[config.mk]
export PLATFORM = sky130hd
export DESIGN_NAME = lidar_point_azimuth_time_interp_top
export DESIGN_NICKNAME = d
export VERILOG_FILES = /design/src/design/lpat_pkg.sv /design/src/design/lidar_point_azimuth_time_interp_top.sv /design/src/design/lpat_front.sv /design/src/design/lpat_mul.sv /design/src/design/lpat_out.sv
export SDC_FILE = /design/constraint.sdc
export NUM_CORES = 1
export LEC_CHECK = 0
export BUFFER_PORTS_ARGS = -buffer_cell sky130_fd_sc_hd__buf_4
export CAP_MARGIN = 20
export CORE_ASPECT_RATIO = 1.75
export CORE_MARGIN = 4
export CORE_UTILIZATION = 55
export CTS_CLUSTER_SIZE = 24
export DETAILED_ROUTE_END_ITERATION = 10
export HOLD_SLACK_MARGIN = 0.05
export PLACE_DENSITY = 0.82
export SLEW_MARGIN = 5
export SYNTH_ARGS = -nofsm -noshare
export SYNTH_HDL_FRONTEND = slang
export SYNTH_SLANG_ARGS = --single-unit
[constraint.sdc]
create_clock -name i_clk -period 10.15 [get_ports i_clk]
set_input_delay 1.015 -clock i_clk [delete_from_list [all_inputs] [get_ports i_clk]]
set_output_delay 1.015 -clock i_clk [all_outputs]
set_load 0.005 [all_outputs]
[src/design/lpat_pkg.sv]
// shared types and constants for the lidar point decoder
`default_nettype none

package lpat_pkg;

    // field widths
    localparam int BLK_W   = 4;
    localparam int SLOT_W  = 5;
    localparam int AZ_W    = 16;
    localparam int DIST_W  = 16;
    localparam int REFL_W  = 8;
    localparam int STAMP_W = 32;
    localparam int K_W     = 6;
    localparam int CHAN_W  = 4;
    localparam int AZF_W   = 21;
    localparam int DMM_W   = 17;
    localparam int TNS_W   = 42;
    localparam int PROD_W  = 22;
    localparam int SUM_W   = 23;
    localparam int TOFF_W  = 21;

    // bus widths
    localparam int S_TDATA_W = 104;
    localparam int M_TDATA_W = 96;

    // fixed point constants
    localparam logic [SLOT_W-1:0] HALF_SLOTS     = 5'd16;
    localparam logic [K_W-1:0]    SLOT_SKIP      = 6'd8;
    localparam logic [K_W-1:0]    FINE_PER_CDEG  = 6'd48;
    localparam logic [AZ_W-1:0]   FULL_TURN_CDEG = 16'd36000;
    localparam logic [SUM_W-1:0]  FULL_TURN_FINE = 23'd1728000;
    localparam logic [9:0]        NS_PER_US      = 10'd1000;
    localparam logic [11:0]       SLOT_NS        = 12'd2304;
    localparam logic [16:0]       BLOCK_NS       = 17'd110592;

    // raw input item
    typedef struct packed {
        logic [STAMP_W-1:0] stamp;
        logic [REFL_W-1:0]  refl;
        logic [DIST_W-1:0]  dist_raw;
        logic               next_present;
        logic [AZ_W-1:0]    nxt;
        logic [AZ_W-1:0]    cur;
        logic [SLOT_W-1:0]  slot;
        logic [BLK_W-1:0]   blk;
    } t_in_item;

    // item after gap resolution
    typedef struct packed {
        logic [STAMP_W-1:0] stamp;
        logic [REFL_W-1:0]  refl;
        logic [DIST_W-1:0]  dist_raw;
        logic [AZ_W-1:0]    gap;
        logic [AZ_W-1:0]    cur;
        logic [CHAN_W-1:0]  chan;
        logic [K_W-1:0]     k;
        logic [BLK_W-1:0]   blk;
    } t_front_item;

    // item after the product stage
    typedef struct packed {
        logic [TNS_W-1:0]  t_base;
        logic [TOFF_W-1:0] t_offs;
        logic [PROD_W-1:0] az_base;
        logic [PROD_W-1:0] az_step;
        logic [DMM_W-1:0]  dist_mm;
        logic [REFL_W-1:0] refl;
        logic [CHAN_W-1:0] chan;
    } t_prod_item;

    // finished result
    typedef struct packed {
        logic [TNS_W-1:0]  time_ns;
        logic [CHAN_W-1:0] chan;
        logic [REFL_W-1:0] refl;
        logic [DMM_W-1:0]  dist_mm;
        logic [AZF_W-1:0]  az_fine;
    } t_out_item;

endpackage

`default_nettype wire

[src/design/lidar_point_azimuth_time_interp_top.sv]
// top level of the lidar point decoder
//
//   channel   direction  signals                         carries
//   s_axis    in         tvalid tready tdata tuser       one raw return per transfer
//   m_axis    out        tvalid tready tdata             one decoded point per transfer
//
// one transfer per cycle in and out when neither side stalls
// the path has three registered stages: input register, product register, result register
// each stage holds its item until the next takes it; ready passes back in the same cycle
// the input stalls only while all three stages are full and the result is not taken
// reset clears the stage valid flags and the held azimuth gap
`default_nettype none

module lidar_point_azimuth_time_interp_top
    import lpat_pkg::*;
(
    input  wire logic                 i_clk,
    input  wire logic                 i_rst_n,
    input  wire logic                 s_axis_tvalid,
    output logic                      s_axis_tready,
    // block_number, firing_slot, block_azimuth, next_azimuth, distance_raw,
    // return_strength, stamp_us, zero fill
    input  wire logic [S_TDATA_W-1:0] s_axis_tdata,
    // next_present
    input  wire logic                 s_axis_tuser,
    output logic                      m_axis_tvalid,
    input  wire logic                 m_axis_tready,
    // azimuth_fine, distance_mm, reflect_out, laser_channel, point_time_ns, zero fill
    output logic [M_TDATA_W-1:0]      m_axis_tdata
);

    t_in_item    in_item;
    t_front_item front_item;
    t_prod_item  prod_item;
    t_out_item   out_item;
    logic        front_valid;
    logic        mul_ready;
    logic        mul_valid;
    logic        out_ready;

    // unpack the input transfer
    always_comb begin
        in_item.blk          = s_axis_tdata[3:0];
        in_item.slot         = s_axis_tdata[8:4];
        in_item.cur          = s_axis_tdata[24:9];
        in_item.nxt          = s_axis_tdata[40:25];
        in_item.dist_raw     = s_axis_tdata[56:41];
        in_item.refl         = s_axis_tdata[64:57];
        in_item.stamp        = s_axis_tdata[96:65];
        in_item.next_present = s_axis_tuser;
    end

    lpat_front u_front (
        .i_clk   (i_clk),
        .i_rst_n (i_rst_n),
        .i_valid (s_axis_tvalid),
        .o_ready (s_axis_tready),
        .i_item  (in_item),
        .o_valid (front_valid),
        .i_ready (mul_ready),
        .o_item  (front_item)
    );

    lpat_mul u_mul (
        .i_clk   (i_clk),
        .i_rst_n (i_rst_n),
        .i_valid (front_valid),
        .o_ready (mul_ready),
        .i_item  (front_item),
        .o_valid (mul_valid),
        .i_ready (out_ready),
        .o_item  (prod_item)
    );

    lpat_out u_out (
        .i_clk   (i_clk),
        .i_rst_n (i_rst_n),
        .i_valid (mul_valid),
        .o_ready (out_ready),
        .i_item  (prod_item),
        .o_valid (m_axis_tvalid),
        .i_ready (m_axis_tready),
        .o_item  (out_item)
    );

    // pack the output transfer
    assign m_axis_tdata = {4'b0, out_item.time_ns, out_item.chan, out_item.refl,
                           out_item.dist_mm, out_item.az_fine};

endmodule

`default_nettype wire

[src/design/lpat_front.sv]
// input register stage with azimuth gap tracking and slot decode
`default_nettype none

module lpat_front
    import lpat_pkg::*;
(
    input  wire logic        i_clk,
    input  wire logic        i_rst_n,
    input  wire logic        i_valid,
    output logic             o_ready,
    input  wire t_in_item    i_item,
    output logic             o_valid,
    input  wire logic        i_ready,
    output t_front_item      o_item
);

    logic        r_valid;
    t_in_item    r_in;
    logic [AZ_W-1:0] r_held_gap;
    logic [AZ_W-1:0] n_fresh_gap;
    logic [AZ_W-1:0] n_gap;
    logic [K_W-1:0]  n_k;

    assign o_ready = !r_valid || i_ready;
    assign o_valid = r_valid;

    // valid flag and held gap
    always_ff @(posedge i_clk) begin
        if (!i_rst_n) begin
            r_valid    <= 1'b0;
            r_held_gap <= '0;
        end else begin
            if (o_ready) begin
                r_valid <= i_valid;
            end
            if (r_valid && i_ready) begin
                r_held_gap <= n_gap;
            end
        end
    end

    // payload capture
    always_ff @(posedge i_clk) begin
        if (i_valid && o_ready) begin
            r_in <= i_item;
        end
    end

    // gap to next block, rollover adds a full turn, kept modulo 2^16
    always_comb begin
        n_fresh_gap = r_in.nxt - r_in.cur;
        if (r_in.nxt < r_in.cur) begin
            n_fresh_gap = n_fresh_gap + FULL_TURN_CDEG;
        end
        n_gap = r_in.next_present ? n_fresh_gap : r_held_gap;
    end

    // firing index: second sequence skips eight slot times
    always_comb begin
        if (r_in.slot < HALF_SLOTS) begin
            n_k = K_W'(r_in.slot);
        end else begin
            n_k = K_W'(r_in.slot) + SLOT_SKIP;
        end
    end

    always_comb begin
        o_item.stamp    = r_in.stamp;
        o_item.refl     = r_in.refl;
        o_item.dist_raw = r_in.dist_raw;
        o_item.gap      = n_gap;
        o_item.cur      = r_in.cur;
        o_item.chan     = r_in.slot[CHAN_W-1:0];
        o_item.k        = n_k;
        o_item.blk      = r_in.blk;
    end

endmodule

`default_nettype wire

[src/design/lpat_mul.sv]
// product stage: azimuth terms and time terms
`default_nettype none

module lpat_mul
    import lpat_pkg::*;
(
    input  wire logic        i_clk,
    input  wire logic        i_rst_n,
    input  wire logic        i_valid,
    output logic             o_ready,
    input  wire t_front_item i_item,
    output logic             o_valid,
    input  wire logic        i_ready,
    output t_prod_item       o_item
);

    logic       r_valid;
    t_prod_item r_prod;
    t_prod_item n_prod;

    assign o_ready = !r_valid || i_ready;
    assign o_valid = r_valid;
    assign o_item  = r_prod;

    // products, one multiply per term but two for the time offset
    always_comb begin
        n_prod.az_base = PROD_W'(i_item.cur) * PROD_W'(FINE_PER_CDEG);
        n_prod.az_step = PROD_W'(i_item.gap) * PROD_W'(i_item.k);
        n_prod.t_base  = TNS_W'(i_item.stamp) * TNS_W'(NS_PER_US);
        n_prod.t_offs  = TOFF_W'(i_item.blk) * TOFF_W'(BLOCK_NS)
                       + TOFF_W'(i_item.k) * TOFF_W'(SLOT_NS);
        n_prod.dist_mm = {i_item.dist_raw, 1'b0};
        n_prod.refl    = i_item.refl;
        n_prod.chan    = i_item.chan;
    end

    always_ff @(posedge i_clk) begin
        if (!i_rst_n) begin
            r_valid <= 1'b0;
        end else if (o_ready) begin
            r_valid <= i_valid;
        end
    end

    always_ff @(posedge i_clk) begin
        if (i_valid && o_ready) begin
            r_prod <= n_prod;
        end
    end

endmodule

`default_nettype wire

[src/design/lpat_out.sv]
// sum stage: azimuth wrap at a full turn, time sum, result register
`default_nettype none

module lpat_out
    import lpat_pkg::*;
(
    input  wire logic       i_clk,
    input  wire logic       i_rst_n,
    input  wire logic       i_valid,
    output logic            o_ready,
    input  wire t_prod_item i_item,
    output logic            o_valid,
    input  wire logic       i_ready,
    output t_out_item       o_item
);

    logic             r_valid;
    t_out_item        r_out;
    t_out_item        n_out;
    logic [SUM_W-1:0] n_sum;
    logic [SUM_W-1:0] n_wrap;

    assign o_ready = !r_valid || i_ready;
    assign o_valid = r_valid;
    assign o_item  = r_out;

    // sum stays below four turns, so pick one of four offsets
    always_comb begin
        n_sum = SUM_W'(i_item.az_base) + SUM_W'(i_item.az_step);
        if (n_sum >= SUM_W'(3) * FULL_TURN_FINE) begin
            n_wrap = n_sum - SUM_W'(3) * FULL_TURN_FINE;
        end else if (n_sum >= SUM_W'(2) * FULL_TURN_FINE) begin
            n_wrap = n_sum - SUM_W'(2) * FULL_TURN_FINE;
        end else if (n_sum >= FULL_TURN_FINE) begin
            n_wrap = n_sum - FULL_TURN_FINE;
        end else begin
            n_wrap = n_sum;
        end
        n_out.az_fine = n_wrap[AZF_W-1:0];
        n_out.dist_mm = i_item.dist_mm;
        n_out.refl    = i_item.refl;
        n_out.chan    = i_item.chan;
        n_out.time_ns = i_item.t_base + TNS_W'(i_item.t_offs);
    end

    always_ff @(posedge i_clk) begin
        if (!i_rst_n) begin
            r_valid <= 1'b0;
        end else if (o_ready) begin
            r_valid <= i_valid;
        end
    end

    always_ff @(posedge i_clk) begin
        if (i_valid && o_ready) begin
            r_out <= n_out;
        end
    end

endmodule

`default_nettype wire

==> results.md, run 1 <==
Outcome:
- The run finished with clean final reports.

Worst setup path:
- The startpoint of the lowest-slack register-to-register path is u_front.o_item[14].
- The biggest fanout along the worst timing path is 11.
- STA classifies the critical path endpoint as a flop.
- The data arrival time of the critical path is 8.62 ns.
- The delay of the slowest cell on the worst path is 0.58 ns.
- The worst setup path is of the reg2reg kind.
- The worst setup path startpoint is u_front.o_item[14].
- The type of element launching the critical path is a flop.
- For the worst setup path, the data required time is 10.49 ns.
- Among all stages on the critical path, the largest delay is contributed by sky130_fd_sc_hd__a21oi_1.
- The worst reg-to-reg path cell count is 29.

Place:
- The placed instances occupy a cell area of 24900 µm².
- The worst setup timing slack at the placement stage is 1.89 ns.
- During placement, the flow inserted port buffers numbering 191.
- The half-perimeter wire length of the detailed placement result is 39.3 mm.
- The final RePlAce weighted congestion is 0.943.

Detailed routing:
- In the routed design, unresolved DRC markers number 0.
- The routed via count is 15015.
- The detailed-routing iteration count for the pre-antenna-repair pass is 6.
- Once detail routing completed, the nets flagged for antenna violations numbered 0.
- The detailed-route wire length is 49.3 mm.
- The average wire per cell in the routed design is 18.3 µm.
- Dividing the detail-routed via count by the number of cells gives 5.58.
- The first routing iteration left 652 violations.

Clock network:
- The clock-pin slew of the registers on the worst-case setup and hold paths is 0.08 ns.
- The worst-case clock buffer depth is 3.
- The clock root buffer master is sky130_fd_sc_hd__clkbuf_16.
- For the worst-skew pair, the clock arrives at the later sink with an insertion delay of 0.59 ns.
- The CTS tree is built.
- Post-CTS timing repair inserted 0 buffers for setup.
- The number of buffers inserted for hold repair after clock tree synthesis is 0.
- The number of H-tree levels is 1.
- After clock tree synthesis, the repair step resized 0 gates.
- The number of buffers created by CTS is 30.
- The number of clock sinks is 322.

Synthesis:
- During synthesis, Yosys emitted a total of 0 warnings.
- In the synthesized netlist the dominant register cell turns out to be sky130_fd_sc_hd__edfxtp_1.
- The top-area cell type share of the netlist area is 39.8%.
- Of all flip-flops after synthesis, the portion carrying an async set or reset was 0%.
- The cell count after synthesis came out at 1923.
- The synthesized area per cell is 11.9 µm².
- After synthesis, the cell types taking the most area are sky130_fd_sc_hd__edfxtp_1 40%, sky130_fd_sc_hd__fa_1 16%, sky130_fd_sc_hd__ha_1 12%.
- The count of cell types in the netlist is 85.
- In this run, synthesis inferred 303 flip-flops with an integrated enable.
- The number of synthesized register bits is 322.
- The mapped netlist covers 22900 µm².
- The biggest area consumer among synthesized cells is sky130_fd_sc_hd__edfxtp_1.
- Sequential elements use 41.5% of the synthesized area.

Global routing:
- In the global route stage, met1 resource usage came out at 21.2%.
- The via count of the first global-routing pass came to 16044.
- The global routing usage on met2 is 46.2%.
- Global routing used 2.21% of the available met3 tracks.
- The pin count of the biggest net entering global routing is 69.
- Global routing consumed, over all layers together, 22.1% of the routing resources.
- The initial antenna violation count is 0.
- The layer with the highest usage is met2.
- The first global-routing pass estimated 79.9 mm of wire.
- Global routing finished with a remaining overflow of 0.

Layout:
- The post-route cell area is 25900 µm².
- The fraction of layout cells with a size suffix above 1 is 13.5%.
- The number of antenna diodes in the final layout is 0.
- The register area is 9480 µm².
- At the end of the flow the core is filled with cells to 63.3%.
- The layout filler cell count is 3167.
- The area of combinational cells with multiple inputs is 12600 µm².
- The most frequent standard cell in the layout excluding fill and tap cells is sky130_fd_sc_hd__edfxtp_1.
- The area growth from synthesis to layout is 13.4%.
- The post-layout net count is 2623.
- The library cells used most frequently in the layout, excluding fill and tap cells, are 303 x sky130_fd_sc_hd__edfxtp_1, 213 x sky130_fd_sc_hd__ha_1, 196 x sky130_fd_sc_hd__buf_4.

Die:
- From bottom edge to top edge, the die measures 278 µm.
- The area of the core is 41000 µm².
- The floorplan has 98 rows.
- For this configuration, the core starts out at a cell density of 55.8%.
- The boundary pin count is 207.
- The die outline area is 45000 µm².
- In this run the horizontal extent of the chip is 162 µm.

Hold path:
- Along the worst hold path, the cell count comes to 0.
- In this run the worst hold path is classified as reg2reg.
- The launch point of the worst hold path is u_front.o_item[68].

Timing:
- Hold timing on the final database bottoms out at a slack of 0.412 ns.
- The maximum clock frequency is 121 MHz.
- For the final routed database, the setup TNS stands at 0 ns.
- The share of the clock period used by the worst path after layout is 81.6%.
- Setup repair after global routing left no endpoint under its margin.
- Headroom to the max-slew limit came out at 27.1%.
- The max-slew violation count came to 0.
- The clock arrives with 0.0227 ns of skew.
- Setup slack on the critical path of the routed design comes to 1.86 ns.
- The clock period could shrink to 8.29 ns.
- The count of endpoints failing hold in the final timing report was 0.
- The final setup violation count is 0.
- At the pin with the least slew margin, the transition time is 1.08 ns.

Power and ir drop:
- IR analysis of the VDD net gives a maximum drop of 0.242 mV.
- The analysis attributes to cell leakage a power of 10.8 nW.
- Dividing total power by cell area gives a power density of 326 nW/µm².

Run:
- The number of violations of the max-capacitance limit is 0.
flip-flops by register name (all words and copies together), names as in the netlist:
| signal | flops |
|---|---|
| u_mul.o_item | 117 |
| u_out.o_item | 88 |
| u_front.o_item | 80 |
| u_front.r_in | 18 |
| u_front.r_held_gap | 16 |
| u_front.o_valid | 1 |
| u_mul.o_valid | 1 |
| u_out.o_valid | 1 |
cell usage after synthesis (all sizes together), types with 3 or more instances:
library cell,instances
mux2i,10
or2,13
a2111oi,13
o21bai,20
a31oi,12
or3,6
o211ai,6
xor2,45
edfxtp,303
nand3,21
ha,213
nor4,11
o41ai,4
a211oi,14
nand4,7
nor3,35
o2111ai,3
nor2,111
a21boi,12
buf,14
a21o,38
clkbuf,26
o21ai,72
inv,174
xnor2,95
nor3b,7
nor2b,43
o31a,3
o22ai,3
mux2,5
a21oi,99
o311ai,4
o31ai,13
o211a,5
nand2,131
o21a,17
fa,183
and2,34
a31o,3
dfxtp,19
and3,15
and4,5
a211o,3
nand2b,23
metal layers:
layer  share of wire (%)  wire (µm)
met5                   0          0
met4                 4.1       2030
met3                 3.2       1560
met2                  60      29700
met1                  33      16000
critical path, delay by kind of cell (launching register included):
kind | cells | cell delay, ns
fa+ha+maj | 6 | 2.40
flops | 1 | 0.39
simple gates | 2 | 0.31
buf+inv | 3 | 0.15
compound gates | 16 | 4.28
xor+xnor | 2 | 0.50
worst paths after layout:
path                                          to  slack (ns)
worst max-delay path            u_mul.o_item[50]        1.86
worst min register to register  u_mul.o_item[10]        0.41
worst max register to register  u_mul.o_item[50]        1.86
worst min-delay path            u_mul.o_item[10]        0.41
cell type report:
class,instances,area share (%)
Clock inverter,22,1.07
Timing Repair Buffer,196,5.68
Sequential cell,322,36.6
Inverter,175,2.54
Tap cell,550,2.66
Multi-Input combinational cell,1393,48.5
Clock buffer,34,2.96
through the flow:
stage / power, mW / std cells
6_report: 8.44 / 2692
4_1_cts: 8.46 / 2692
3_5_place_dp: 7.23 / 2636
5_1_grt: 9.17 / 2692
3_3_place_gp: 7.05 / 2636
2_1_floorplan: 6.09 / 1930
logic make-up (layout without fill, tap and decap cells):
logic type	after synthesis	after routing	synth area share [%]
compound gates	364	364	10.8
xor+xnor	140	140	5.40
fa+ha+maj	396	396	27.7
buf+inv	215	427	3.72
flops	322	322	41.5
mux	15	15	0.684
other cells	1	8	0.0164
simple gates	470	470	10.2
report_power, final:
part           leakage (nW)  switching (mW)  internal, mW
registers              3.02           0.131          1.98
clock network         0.505           0.513         0.678
logic                  7.28            2.95          2.19
(Power assumes the default switching activity.)
==> run 2, diff against run 1 <==
--- a/config.mk
+++ b/config.mk
@@ -13,7 +13,7 @@
 export CTS_CLUSTER_SIZE = 24
 export DETAILED_ROUTE_END_ITERATION = 10
 export HOLD_SLACK_MARGIN = 0.05
-export PLACE_DENSITY = 0.82
+export PLACE_DENSITY = 0.85
 export SLEW_MARGIN = 5
 export SYNTH_ARGS = -nofsm -noshare
 export SYNTH_HDL_FRONTEND = slang
==> constraint.sdc (replaced) <==
create_clock -name i_clk -period 6.9 [get_ports i_clk]
set_input_delay 0.69 -clock i_clk [delete_from_list [all_inputs] [get_ports i_clk]]
set_output_delay 0.69 -clock i_clk [all_outputs]
set_load 0.005 [all_outputs]
==> run 2 against run 1 <==
The run now ends with negative setup slack left. Via count up 4.1%. Non-clock buffer count up 101. Register-to-register slack worse by 2.0 ns. Critical path type unchanged. Setup slack worse by 2.0 ns.
==> results.md, run 2 (synthesis gave the netlist of run 1 again) <==
Timing:
- The clock skew after layout is 0.0244 ns (+0.00170 ns).
- The max-slew violation count was 0 (unchanged).
- The setup TNS is -0.209 ns (-0.209 ns).
- The worst slew margin relative to its limit came to 26.2% (-0.91 points).
- The share of the clock period used by the worst path after layout is 102% (+20 points).
- The count of endpoints failing hold in the final timing report came to 0 (unchanged).
- The transition at the pin with the smallest max-transition slack is 1.10 ns (+0.0135 ns).
- The final setup violation count is 3 (+3).
- The final critical-path required period is 7.03 ns (-1.26 ns).
- The final critical-path setup slack is -0.129 ns (-1.99 ns).
- Setup repair after global routing could not meet its margin everywhere.
- The minimum hold slack is 0.272 ns (-0.140 ns).
- The maximum clock frequency came to 142 MHz (+18%).

Layout:
- The layout filler cell count is 2917 (-7.9%).
- The area growth from synthesis to layout is 19.4%.
- The final cell count without fillers is 2794 (+3.8%).
- The number of antenna cells inserted is 0 (unchanged).
- The library cells used most frequently in the layout, excluding fill and tap cells, are 303 x sky130_fd_sc_hd__edfxtp_1, 284 x sky130_fd_sc_hd__buf_4, 201 x sky130_fd_sc_hd__ha_1.
- The flip-flop count of the largest register, all copies and words added is 117 (unchanged).
- The most frequent standard cell in the layout excluding fill and tap cells is sky130_fd_sc_hd__edfxtp_1.
- The post-layout net count is 2725 (+3.9%).
- The final core utilization is 66.6% (+3.4 points).
- The fraction of layout cells with a size suffix above 1 came to 21.3% (+7.9 points).
- The post-route cell area is 27300 µm² (+5.3%).

Power and ir drop:
- The clock network power share came to 13.2% (-0.9 points).
- The combinational power share was 63.7% (+2.8 points).
- The total chip power is 13.4 mW (+59%).
- The power density relative to cell area came to 491 nW/µm² (+51%).
- The static leakage power is 11.4 nW (+5.7%).
- The part of the total power dissipated in sequential elements came to 23.2% (-1.8 points).
- The switching power is 5.66 mW (+57%).
- The switching share of total power is 42.2% (-0.40 points).
- The maximum VDD drop came to 0.294 mV (+21%).
- The internal portion of total power came to 7.75 mW (+60%).

Global routing:
- The global-route wire length before repair came to 83.9 mm (+4.9%).
- The pin count of the biggest net entering global routing is 72 (+4.3%).
- The initial antenna violation count is 0 (unchanged).
- The via count of the first global-routing pass is 17246 (+7.5%).
- The global router's overall resource usage was 23.1% (+1.0 points).
- The sum of overflow across all layers after global routing is 0 (unchanged).

Detailed routing:
- The number of nets still failing antenna checks after routing is 0 (unchanged).
- The detailed-route wire length is 52.4 mm (+6.4%).
- The detailed-routing iteration count for the pre-antenna-repair pass is 5 (-1).
- The detailed router's first-iteration violation count is 694 (+6.4%).
- The routed via count came to 15624 (+4.1%).
- The via density per instance was 5.59 (+0.26%).
- The final routed DRC violation total is 0 (unchanged).
- The average wire per cell in the routed design is 18.8 µm (+2.5%).

Outcome:
- The run finished, with violations left.
- The final reports fail on negative setup slack.

Clock network:
- The number of buffers created by CTS was 31 (+3.3%).
- The clock-pin slew of the registers on the worst-case setup and hold paths is 0.07 ns (about the same).
- The clock root buffer master is sky130_fd_sc_hd__clkbuf_16.
- The worst-skew pair later-pin latency is 0.59 ns (about the same).
- The worst-case clock buffer depth is 3 (unchanged).
- The number of clock sinks is 322 (unchanged).
- The CTS tree is built.
- The number of H-tree levels is 1 (unchanged).

Worst setup path:
- The type of element launching the critical path is a flop.
- The required time reported for the critical path endpoint was 7.22 ns (-3.27 ns).
- The destination of the worst register-to-register timing path is u_mul.o_item[50].
- The data arrival time of the critical path is 7.35 ns (-1.27 ns).
- The worst-case register-to-register setup slack came to -0.13 ns (-1.99 ns).
- The biggest fanout along the worst timing path came to 5 (-6).
- The critical path in this run is classified as reg2reg.
- The startpoint of the lowest-slack register-to-register path is u_front.r_in[26].
- STA classifies the critical path endpoint as a flop.
- The worst reg-to-reg path cell count is 27 (-6.9%).

Hold path:
- The startpoint identified for the worst hold timing path is s_axis_tdata[30].
- The worst min-delay path category is in2reg.
- The endpoint of the worst hold path is u_front.r_in[30].
- The worst hold path cell count came to 1 (+1).

Die:
- The number of core rows is 98 (unchanged).
- The horizontal die dimension is 162 µm (unchanged).
- The die outline area is 45000 µm² (unchanged).
- The starting density of the core is 55.8% (unchanged).
- The boundary pin count is 207 (unchanged).
- The die height is 278 µm (unchanged).
- The area of the core came to 41000 µm² (unchanged).

Place:
- The half-perimeter wire length of the detailed placement result is 40.4 mm (+3.0%).
- The placed instance count was 2714 (+3.0%).
- The worst setup timing slack at the placement stage is -0.478 ns (-2.37 ns).
- The final RePlAce weighted congestion is 0.949 (+0.63%).
- The cell area after placement is 25500 µm² (+2.4%).
- The number of buffers added on ports is 191 (unchanged).

Run:
- The number of violations of the max-capacitance limit is 0 (unchanged).
## run 2: cell types whose count changed in the layout (fill, tap and decap cells not counted), sizes merged
cell	previous run	this run
inv	179	181
clkinv	11	10
buf	196	297
## run 2: what timing repair did
item,in CTS,in global routing
endpoints found under the hold margin,0,0
setup buffers,11,12
setup endpoints to repair,5,5
resized for setup,55,72
hold buffers,0,0
pin swaps,48,61
## run 2: critical path, cell delays in order (launching register included)
cell and delay [ns]:
sky130_fd_sc_hd__edfxtp_1 0.42, sky130_fd_sc_hd__ha_1 0.29, sky130_fd_sc_hd__nor2b_1 0.17, sky130_fd_sc_hd__o21ai_2 0.09
sky130_fd_sc_hd__a21boi_2 0.32, sky130_fd_sc_hd__o21ai_0 0.26, sky130_fd_sc_hd__a2111oi_1 0.59, sky130_fd_sc_hd__a311oi_2 0.14
sky130_fd_sc_hd__buf_4 0.20, sky130_fd_sc_hd__nor4_4 0.29, sky130_fd_sc_hd__nor3_2 0.09, sky130_fd_sc_hd__xnor2_2 0.15
sky130_fd_sc_hd__mux2i_2 0.31, sky130_fd_sc_hd__buf_6 0.19, sky130_fd_sc_hd__nor2_2 0.04, sky130_fd_sc_hd__fa_1 0.46
sky130_fd_sc_hd__fa_1 0.56, sky130_fd_sc_hd__inv_2 0.04, sky130_fd_sc_hd__fa_1 0.47, sky130_fd_sc_hd__inv_1 0.04
sky130_fd_sc_hd__ha_2 0.17, sky130_fd_sc_hd__or3_1 0.34, sky130_fd_sc_hd__a211o_1 0.30, sky130_fd_sc_hd__a31oi_2 0.19
sky130_fd_sc_hd__nor2b_1 0.07, sky130_fd_sc_hd__o21a_1 0.19, sky130_fd_sc_hd__o41ai_2 0.24, sky130_fd_sc_hd__xnor2_1 0.12
## run 2: worst max-delay path by stage
stage | start | end | slack (ns) | depth (start not counted)
after floorplan | u_front.r_in[25] | u_mul.o_item[50] | 0.02 | 31
after global placement | u_front.r_in[26] | u_mul.o_item[50] | -0.19 | 26
after detailed placement | u_front.o_item[15] | u_mul.o_item[50] | -0.48 | 29
after CTS | u_front.r_in[25] | u_mul.o_item[50] | -0.09 | 31
after global routing | u_front.r_in[25] | u_mul.o_item[50] | -0.31 | 33
final | u_front.r_in[26] | u_mul.o_item[50] | -0.13 | 27
## run 2: power by group through the flow
stage	Sequential (mW)	Clock, mW	Combinational [mW]
2_1_floorplan	3.09	0	5.87
3_3_place_gp	3.13	0	7.60
3_5_place_dp	3.14	0	7.91
4_1_cts	3.10	1.80	8.15
5_1_grt	3.13	1.89	9.46
6_report	3.10	1.77	8.53
## run 2: area by class of cell
| type | instances | area (µm²) | share of cell area, % |
|---|---|---|---|
| Inverter | 175 | 659 | 2.42 |
| Timing Repair Buffer | 297 | 2280 | 8.35 |
| Sequential cell | 322 | 9480 | 34.7 |
| Multi-Input combinational cell | 1393 | 13100 | 48.1 |
| Tap cell | 550 | 688 | 2.52 |
| Clock inverter | 23 | 268 | 0.981 |
| Clock buffer | 34 | 787 | 2.88 |
## run 2: layer usage
layer  routed length (µm)  share of wire [%]  vias to the layer above  global-route usage, %
li1                     -                  -                     7385                      -
met1                16900                 32                     7688                   21.9
met2                31200                 59                      401                   47.8
met3                 1950                3.7                      150                   2.74
met4                 2440                4.7                        0                   10.1
met5                    0                  0                        -                      0
